==> src/sv/okvt_pkg.sv <==
// ---------------------------------------------------------------------------
// okvt_pkg
// Shared widths, request codes, sequencer states and cell control word for
// the ordered key/value table.
// ---------------------------------------------------------------------------
`timescale 1ns / 1ps
`default_nettype none

package okvt_pkg;

  localparam int DEPTH      = 256;
  localparam int KEY_BITS   = 32;
  localparam int VALUE_BITS = 32;

  localparam int IDX_W = (DEPTH > 1) ? $clog2(DEPTH) : 1;
  localparam int CNT_W = $clog2(DEPTH + 1);

  localparam int FUNC_W  = 3;
  localparam int KEY_W   = 32;
  localparam int VALUE_W = 32;
  localparam int INDEX_W = 8;
  localparam int COUNT_W = 9;
  localparam int CAP_W   = 9;

  localparam logic [CAP_W-1:0] CAP_RESET = CAP_W'(256);

  typedef enum logic [FUNC_W-1:0] {
    FN_INSERT   = 3'd0,
    FN_UPDATE   = 3'd1,
    FN_INS_UPD  = 3'd2,
    FN_ERASE    = 3'd3,
    FN_CONTAINS = 3'd4,
    FN_GET_KEY  = 3'd5,
    FN_GET_IDX  = 3'd6
  } func_t;

  typedef enum logic {
    S_IDLE,
    S_EXEC
  } state_t;

  typedef struct packed {
    logic                  cmp;
    logic                  ins;
    logic                  upd;
    logic                  shift;
    logic [KEY_BITS-1:0]   key;
    logic [VALUE_BITS-1:0] value;
    logic [INDEX_W-1:0]    index;
    logic [CNT_W-1:0]      count;
    logic [IDX_W-1:0]      slot;
  } ctl_t;

endpackage

`default_nettype wire

==> src/sv/okvt_cell.sv <==
// ---------------------------------------------------------------------------
// okvt_cell
// One table slot: holds a pair, compares it against the broadcast key and
// index, and takes its upper neighbor's pair when an erase closes the gap.
// ---------------------------------------------------------------------------
`timescale 1ns / 1ps
`default_nettype none

module okvt_cell (
  input  wire logic                                clk,
  input  wire logic [okvt_pkg::IDX_W-1:0]          pos,
  input  wire okvt_pkg::ctl_t                      ctl,
  input  wire logic [okvt_pkg::KEY_BITS-1:0]       nb_key,
  input  wire logic [okvt_pkg::VALUE_BITS-1:0]     nb_value,
  output logic [okvt_pkg::KEY_BITS-1:0]            key_r,
  output logic [okvt_pkg::VALUE_BITS-1:0]          value_r,
  output logic                                     hit_r,
  output logic                                     sel_r
);

  logic occupied;
  logic at_top;
  logic at_or_above;

  assign occupied    = okvt_pkg::CNT_W'(pos) < ctl.count;
  assign at_top      = okvt_pkg::CNT_W'(pos) == ctl.count;
  assign at_or_above = pos >= ctl.slot;

  always_ff @(posedge clk) begin
    if (ctl.cmp) begin
      hit_r <= occupied && (key_r == ctl.key);
      sel_r <= occupied && (32'(pos) == 32'(ctl.index));
    end
    if (ctl.ins && at_top) begin
      key_r   <= ctl.key;
      value_r <= ctl.value;
    end else if (ctl.upd && hit_r) begin
      value_r <= ctl.value;
    end else if (ctl.shift && at_or_above) begin
      key_r   <= nb_key;
      value_r <= nb_value;
    end
  end

endmodule

`default_nettype wire

==> config.mk <==
export PLATFORM = sky130hd
export DESIGN_NAME = okvt_cell
export DESIGN_NICKNAME = d
export VERILOG_FILES = /design/src/sv/okvt_pkg.sv /design/src/sv/okvt_cell.sv
export SDC_FILE = /design/constraint.sdc
export NUM_CORES = 1
export LEC_CHECK = 0
export CAP_MARGIN = 20
export CORE_ASPECT_RATIO = 0.9
export CORE_MARGIN = 8
export CORE_UTILIZATION = 35
export DETAILED_ROUTE_END_ITERATION = 8
export DONT_BUFFER_PORTS = 1
export HOLD_SLACK_MARGIN = 0.15
export PLACE_DENSITY = 0.56
export SYNTH_ARGS = -nofsm -noshare
export SYNTH_HDL_FRONTEND = slang
export SYNTH_SLANG_ARGS = --single-unit
==> constraint.sdc <==
create_clock -name clk -period 7.3 [get_ports clk]
set_clock_uncertainty 0.2 [all_clocks]
set_input_delay 0.365 -clock clk [delete_from_list [all_inputs] [get_ports clk]]
set_output_delay 0.365 -clock clk [all_outputs]
set_load 0.05 [all_outputs]
==> results of run 1 <==
==> cell families after synthesis <==
kind of cell,after synthesis,synth area share
and+or+nand+nor,26,0.0415
muxes,64,0.222
DFF,66,0.530
AOI/OAI and AO/OA,13,0.0254
buffers and inverters,23,0.0341
xor gates and xnor gates,40,0.0937
adders and majority gates,16,0.0535
==> metrics by stage <==
step | util | setup WS (ps) | hold slack, ps
3_5_place_dp | 0.373 | 3730 | 278
2_1_floorplan | - | 4080 | 277
3_3_place_gp | 0.373 | 3790 | 278
==> synth_stat cells <==
library cell  instances
nand3_1               1
o2111ai_1             1
a2bb2oi_1             1
edfxtp_1             66
a211oi_1              2
xor2_1               32
nand4_1               4
o21bai_1              1
xnor2_1               8
nor2_1                2
inv_1                15
a21oi_1               2
nor4_1                8
ha_1                 16
or2_1                 1
a21o_1                3
and3_1                2
nor3_1                2
mux2_4               29
nand2_1               1
and4b_1               1
nor2b_1               1
o21ai_0               1
buf_6                 5
nand2b_1              2
mux2_2               35
o21a_1                1
buf_2                 3
a221o_1               1
and2_0                1
==> run metrics, run 1 <==
outcome=did not finish; Stop stage=clock tree synthesis (4_1_cts); Error=[ERROR RSZ-0060] Max buffer count reached.; Initial Util=0.362; clock buffer depth=2; Synth Warn #=0; Port Buf Inserts=0; cts repair resizes=0; DP Cell Count=around 370; Die Span Y=roughly 110 µm; dpl cell area=3860 µm²; CTS Sinks=66; Post-Syn Area=3740 µm²; synth top area cells=edfxtp_1 (53%), mux2_4 (12%), mux2_2 (11%); Die Wd=~120 µm; post-synthesis sequential area ratio=0.530; mean post-synth cell area=15.1 µm²; gpl congestion=0.706; syn_nets=430; clock root buffer=clkbuf_16; TritonCTS Buffers=9; FF+latch count, synth=66; HPWL after detailed placement=just under 8000 µm; CTS H-tree lvls=3; post-synth top area share=0.530; post-CTS setup buffers=0; Core Rows=35; Synth area leader=edfxtp_1; IO Count=232; cell count after synthesis=248; Post-CTS Hold Fix Bufs=about 100; Cell variety after synth=30
==> inputs of run 2 (changes only) <==
Settings changed: CORE_ASPECT_RATIO 0.9 to default, CORE_UTILIZATION 35 to 20, HOLD_SLACK_MARGIN 0.15 to default, PLACE_DENSITY 0.56 to default, PLACE_DENSITY_LB_ADDON from default to 0.15.
==> run 2 against run 1 <==
- the flow now finishes without violations
- synthesized area unchanged
- synthesized cell count unchanged
==> run metrics, run 2 <==
largest family of logic cells by synthesized area=multiplexers; Final setup viols=0; combinational cell fraction of total power=0.088; ANT nets after route=0; post-CTS setup buffers=0 (unchanged); Die Wd=153 µm (+22%); register share of total power=0.534; Critical Path End Type=flop; largest net degree at the start of global routing=35; Max-Cap Viols=0; CTS H-tree lvls=3 (unchanged); global-route wire length before repair=15400 µm; total track usage=0.0889; Tmin final=3420 ps; DRC viols=0; TritonCTS clock tree=yes; Worst Setup Start Kind=input port; Vias=just over 2000; synth top area cells=edfxtp_1 (53%), mux2_4 (12%), mux2_2 (11%); Slew HR=0.300; setup TNS=0 ps; Port Buf Inserts=0 (unchanged); number of flops mapped to enable cells by yosys=66 (unchanged); Slew Limit Fails=0; post-layout util=0.231; Worst Tran Pin Value=1050 ps; VDD IR max=0.0915 mV; fin nets=436; final hold slack=44.8 ps; CP arrival=3210 ps; f_max=between 200 and 300 MHz; Synth Area in Compound Gates=0.0254 (unchanged); cell count after synthesis=248 (unchanged); ys async rst share=0 (unchanged); IO Count=232 (unchanged); area share of fa/ha/maj cells after synthesis=0.0535 (unchanged); crit path max fanout=34; Crit Path Class=in -> reg; Core ar.=between 15000 and 20000 µm²; most common cell after layout, fill and taps aside=edfxtp_1; Static Leak=1.55 nW; post-synth top area share=0.530 (unchanged); most frequent cells in the layout=edfxtp_1 (66), mux2_2 (35), xor2_1 (32); Non-Filler Instances=494; GRT overflow=0; Post-Syn Area=3740 µm² (unchanged); TritonCTS Buffers=9 (unchanged); biggest regs=key_r x32, value_r x32; dpl cell area=3980 µm² (+3.2%); syn_nets=430 (unchanged); CTS Sinks=66 (unchanged); clock root buffer=clkbuf_16; Initial Util=0.202 (-0.160); Synth Warn #=0 (unchanged); Post-Synth XOR/XNOR Area=0.0937 (unchanged); Synth area leader=edfxtp_1; area share of and/or/nand/nor cells after synthesis=0.0415 (unchanged); share of layout cells above drive strength 1=0.320; Clock Power Share=0.378; DRT iter0 DRCs=41; vias in the first global route=2406; worst min path class=in -> reg; switching power=0.300 mW; overall die area=23300 µm²; mux contribution to synthesized area=0.222 (unchanged); predominant post-synthesis flop cell=edfxtp_1; Core Rows=50 (+43%); mean post-synth cell area=15.1 µm² (unchanged); Synth top cells by count=edfxtp_1 (66), mux2_2 (35), xor2_1 (32); CP required=about 7100 ps; HPWL after detailed placement=8390 µm (+6.1%); Routed WL=approximately 11000 µm; outcome=finished, final reports clean; crit share post-route=0.469; Final Cell Area=4290 µm²; routed vias/inst=4.18; clock buffer depth=2 (unchanged); Cell Pwr Density=240 nW/µm²; antenna violations before repair=1; gpl congestion=0.748 (+6.1%); top-count cell post-synth=edfxtp_1; post-synthesis sequential area ratio=0.530 (unchanged); FF+latch count, synth=66 (unchanged); clock slew at reported path FFs=about 60 ps; area grow syn2layout=14.6%; Net Sw Frac=0.291; Hold Fails Final Rpt=0; Cell variety after synth=30 (unchanged); RSZ-0062 raised after global routing=no; Wirelength per Cell=21.4 µm; Die Span Y=153 µm (+34%); router iterations before antenna repair=4; Worst-Skew Late Latency=330 ps; DP Cell Count=475 (+28%); internal power=0.730 mW
run 2: cell counts after synthesis:
Identical to the previous run, type by type.
run 2: layer usage:
| metal | track usage | wire (µm) | vias to the layer above |
|---|---|---|---|
| li1 | - | - | 940 |
| met5 | 0 | 0 | - |
| met3 | 0.0641 | 1530 | 9 |
| met2 | 0.147 | 5160 | 153 |
| met4 | 0.0344 | 172 | 0 |
| met1 | 0.0843 | 3690 | 965 |
run 2: worst paths after layout:
kind         startpoint           to  slack, ps  cells after the start
max             ctl[15]   value_r[2]       3880                      8
min             ctl[53]  value_r[28]         40                      1
max reg2reg       hit_r   value_r[2]       4350                      4
min reg2reg   key_r[12]        hit_r       1050                      4
run 2: layout make-up:
cell class                      instances  area [µm²]
Fill cell                            1945       14200
Sequential cell                        66        1980
Multi-Input combinational cell        159        1640
Tap cell                              234         293
Clock buffer                           11         233
Inverter                               15        56.3
Timing Repair Buffer                    3        45.0
Clock inverter                          5        31.3
Antenna cell                            1        2.50
run 2: worst max-delay path, stage by stage:
cell      delay, ps
inv_1            30
ha_1            290
nand3_1          90
nor2_1          150
and3_2          750
or2_2           940
nand2b_1        200
buf_4           360
run 2: power by group through the flow:
stage | Sequential (mW) | Clock, mW | Combinational [mW]
final | 0.550 | 0.389 | 0.0903
after global routing | 0.553 | 0.428 | 0.101
after CTS | 0.551 | 0.416 | 0.0901
after detailed placement | 0.559 | 0 | 0.0887
after global placement | 0.560 | 0 | 0.0899
after floorplan | 0.552 | 0 | 0.0711
run 2: repair_timing:
item	in CTS	in global routing
endpoints found under the hold margin	2	0
hold buffers	1	0
gates resized for setup	0	0
run 2: cell families after synthesis:
family	after synthesis
AND/OR/NAND/NOR	26
flip-flops	66
AO/OA/AOI/OAI	13
adder cells (fa/ha/maj)	16
XOR/XNOR	40
buffers and inverters	23
multiplexers	64
run 2: metrics by stage:
stage / worst slack, ps / power [mW]
finish: 3880 / 1.03
global placement: 3470 / 0.650
global route: 3580 / 1.08
detailed placement: 3440 / 0.647
CTS: 3800 / 1.06
floorplan: 4080 / 0.623
(Power assumes the default switching activity.)
==> inputs of run 3 (changes only) <==
Settings changed: ABC_AREA from default to 1.
Clock period 7.3 ns to 3 ns, I/O delays scaled along.
==> run 3 against run 2 <==
- worst setup slack got worse by 3400 ps
- sequential power increased by 150%
- highest routed layer is now met5
- utilization rose by 6.3 points
- worst hold slack gained 36 ps
- final cell count rose by 81%
- flip-flop and latch count unchanged
==> run metrics, run 3 <==
Crit path max-delay family=buffers and inverters; # diodes=0 (-1); f_max=400 MHz; FF+latch count, synth=66 (unchanged); area grow syn2layout=45.3%; Routed WL=13200 µm (+25%); Worst Setup Start Kind=flop; Final setup viols=0 (unchanged); overall power=2.90 mW (+180%); critical path cell sequence=buf_4, nand2_1, nand2_4, inv_2, nand2_1, nand2_1, dlygate4sd3_1; Setup crit start=hit_r; cell count after synthesis=487 (+96%); TritonCTS clock tree=yes; worst reg2reg startpoint=hit_r; post-layout util=0.295 (+0.0632); DRC viols=0 (unchanged); Slew HR=0.467 (+0.167); worst min path class=in -> reg; Tmin final=2500 ps; fin nets=800 (+83%); total track usage=0.104 (+0.0149); gpl congestion=0.780 (+4.3%); Non-Filler Instances=893 (+81%); post-synth top area share=0.486 (-0.0436); Filler cells=2111 (+8.5%); RSZ-0062 raised after global routing=no; most common cell after layout, fill and taps aside=nand2_1; VDD IR max=0.228 mV (+150%); clock root buffer=clkbuf_16; Port Buf Inserts=0 (unchanged); HPWL after detailed placement=10000 µm (+19%); Hold Path Origin=pos[3]; Synth area leader=edfxtp_1; ys async rst share=0 (unchanged); cts repair resizes=0 (unchanged); router iterations before antenna repair=4 (unchanged); routed vias/inst=3.94 (-6.0%); Critical Path End Type=flop; overall die area=25200 µm² (+8.0%); Cell variety after synth=24 (-20%); Static Leak=2.71 nW (+74%); GRT overflow=0 (unchanged); crit share post-route=0.834; Die Wd=159 µm (+3.9%); Wirelength per Cell=14.8 µm (-31%); setup TNS=0 ps (unchanged); predominant post-synthesis flop cell=edfxtp_1; number of flops mapped to enable cells by yosys=66 (unchanged); Worst Tran Pin Value=799 ps (-251 ps); CP required=3000 ps (-4080 ps); TritonCTS Buffers=9 (unchanged); highest-delay cell along the critical path=dlygate4sd3_1; outcome=finished, final reports clean; Initial Util=0.203 (+0.000742); Hold Fails Final Rpt=0 (unchanged); Vias=3514 (+70%); CTS H-tree lvls=3 (unchanged); mean post-synth cell area=8.37 µm² (-45%); clock buffer depth=2 (unchanged); Synth top cells by count=nand2_1 (209), inv_1 (74), edfxtp_1 (66); synth top area cells=edfxtp_1 (49%), nand2_1 (19%), inv_1 (6.8%); top-count cell post-synth=nand2_1; Post-Syn Area=4080 µm² (+9.0%); setup ws final=499 ps (-3380 ps); Max-Cap Viols=0 (unchanged); Crit Path Class=reg -> reg; most frequent cells in the layout=nand2_1 (209), dlygate4sd3_1 (129), inv_1 (74); Crit path largest cell delay=550 ps (-390 ps); Worst-Skew Late Latency=340 ps (about the same); largest net degree at the start of global routing=65 (+86%); Slew Limit Fails=0 (unchanged); clock slew at reported path FFs=60 ps (about the same); crit path max fanout=33 (-2.9%); DP Cell Count=748 (+57%); antenna violations before repair=1 (unchanged); Cell Pwr Density=489 nW/µm² (+100%); Core Rows=52 (+4.0%); Die Span Y=159 µm (+3.9%); Core ar.=20100 µm² (+8.6%); WP buf/inv=3 (+1); post-synthesis sequential area ratio=0.486 (-0.0436); vias in the first global route=3770 (+57%); share of layout cells above drive strength 1=0.0803 (-0.240); syn_nets=669 (+56%); most frequent CP cell=nand2_1; worst slack, placed=464 ps (-2980 ps); CP arrival=2500 ps (-710 ps); CTS Sinks=66 (unchanged); ANT nets after route=0 (unchanged); IO Count=232 (unchanged); biggest regs=key_r x32, value_r x32; global-route wire length before repair=20600 µm (+34%); Synth Warn #=0 (unchanged); DRT iter0 DRCs=248 (+500%)
## run 3: cell types whose count changed in the layout (fill, tap and decap cells not counted), moves of 9 or more
cell,change
mux2_2,-35
o21ai_2,+23
dlygate4sd3_1,+128
inv_1,+59
nand2_1,+208
mux2_4,-29
nor2_1,+31
o21ai_1,+9
xor2_1,-19
## run 3: metal layers
layer	vias up	routed length (µm)	track usage
met4	2	193	0.0394
met5	-	12	0
met3	15	1450	0.0509
met1	1576	5230	0.113
met2	141	6290	0.171
li1	1780	-	-
## run 3: cell type report
class,count,area (µm²),share of cell area
Tap cell,270,338,0.0570
Timing Repair Buffer,133,1320,0.223
Clock inverter,7,92.6,0.0156
Sequential cell,66,1980,0.335
Clock buffer,9,225,0.0380
Inverter,75,282,0.0475
Multi-Input combinational cell,333,1680,0.284
## run 3: logic make-up (layout without fill, tap and decap cells)
family / count (synthesis) / in the layout / share of synthesized area
AND/OR/NAND/NOR: 257 / 257 / 0.249
buffers and inverters: 88 / 224 / 0.101
flip-flops: 66 / 66 / 0.486
AO/OA/AOI/OAI: 39 / 39 / 0.0697
XOR/XNOR: 21 / 21 / 0.0451
adder cells (fa/ha/maj): 16 / 16 / 0.0491
## run 3: repair_timing
action / CTS / global route
hold buffers: 129 / 0
setup buffers: 0 / 0
endpoints found under the hold margin: 66 / 0
## run 3: worst paths after layout
kind	endpoint	slack (ps)	cells past startpoint
setup / recovery	value_r[13]	500	7
hold / removal	sel_r	80	4
setup reg to reg	value_r[13]	500	7
hold reg to reg	hit_r	1030	5
## run 3: report_power, final
| part | internal (mW) | switching (mW) | total, mW | leakage [nW] |
|---|---|---|---|---|
| Combinational | 0.212 | 0.181 | 0.393 | 1.94 |
| Sequential | 1.10 | 0.245 | 1.35 | 0.623 |
| Clock | 0.726 | 0.430 | 1.16 | 0.149 |
| Total | 2.04 | 0.856 | 2.90 | 2.71 |
## run 3: metrics by stage
| stage | hold slack (ps) | area (µm²) |
|---|---|---|
| 6_report | 80.9 | 5920 |
| 5_1_grt | 79.4 | 5920 |
| 4_1_cts | 58.7 | 5920 |
| 3_5_place_dp | 63.0 | 4310 |
| 3_3_place_gp | 63.0 | 4310 |
| 2_1_floorplan | 62.5 | 4080 |
## run 3: worst reg2reg max path, delay by kind of cell (launching register included)
kind	cells	cell delay (ps)
flops	1	370
simple gates	4	570
buf+inv	3	1230
==> inputs of run 4 (changes only) <==
Settings changed: ABC_AREA 1 to 0.
Clock period 3 ns to 2.6 ns, I/O delays scaled along.
==> run 4 against run 3 <==
- the run now fails in clock tree synthesis (4_1_cts)
- synthesized cell count shrank 49%
- synthesized area shrank 8.2%
==> run metrics, run 4 <==
Synth area leader=edfxtp_1; Synth top cells by count=edfxtp_1 (66), mux2_2 (35), xor2_1 (32); Post-CTS Hold Fix Bufs=107 (-17%); Error=[ERROR RSZ-0060] Max buffer count reached.; cell count after synthesis=248 (-49%); clock buffer depth=2 (unchanged); Post-Syn Area=3740 µm² (-8.2%); Synth Warn #=0 (unchanged); IO Count=232 (unchanged); predominant post-synthesis flop cell=edfxtp_1; ys async rst share=0 (unchanged); syn_nets=430 (-36%); FF+latch count, synth=66 (unchanged); number of flops mapped to enable cells by yosys=66 (unchanged); cts repair resizes=0 (unchanged); HPWL after detailed placement=8870 µm (-11%); Stop stage=clock tree synthesis (4_1_cts); post-synth top area share=0.530 (+0.0436); outcome=did not finish; Cell variety after synth=30 (+25%); Die Span Y=153 µm (-3.8%); gpl congestion=0.714 (-8.5%); Core Rows=50 (-3.8%); Die Wd=153 µm (-3.8%); Port Buf Inserts=0 (unchanged); post-CTS setup buffers=0 (unchanged); CTS H-tree lvls=3 (unchanged); TritonCTS Buffers=9 (unchanged); post-synthesis sequential area ratio=0.530 (+0.0436); Initial Util=0.202 (-0.000742); CTS Sinks=66 (unchanged); mean post-synth cell area=15.1 µm² (+80%); top-count cell post-synth=edfxtp_1; DP Cell Count=511 (-32%); synth top area cells=edfxtp_1 (53%), mux2_4 (12%), mux2_2 (11%); clock root buffer=clkbuf_16
==> run 4: cell count changes after synthesis, moves of 23 or more <==
cell	before	now
mux2_4	0	29
o21ai_2	23	0
nor2_1	33	2
nand2_1	209	1
inv_1	74	15
mux2_2	0	35
==> run 4: stage by stage <==
stage          hold slack [ps]   util  cell area [µm²]  setup WS, ps
3_5_place_dp              43.0  0.230             4270           142
3_3_place_gp              43.1  0.230             4270           190
2_1_floorplan             42.5      -             3750           170
==> run 4: kinds of logic after synthesis <==
logic type | Yosys count | share of synthesized area
simple gates | 26 | 0.0415
compound gates | 13 | 0.0254
xor+xnor | 40 | 0.0937
buf+inv | 23 | 0.0341
flops | 66 | 0.530
fa+ha+maj | 16 | 0.0535
mux | 64 | 0.222
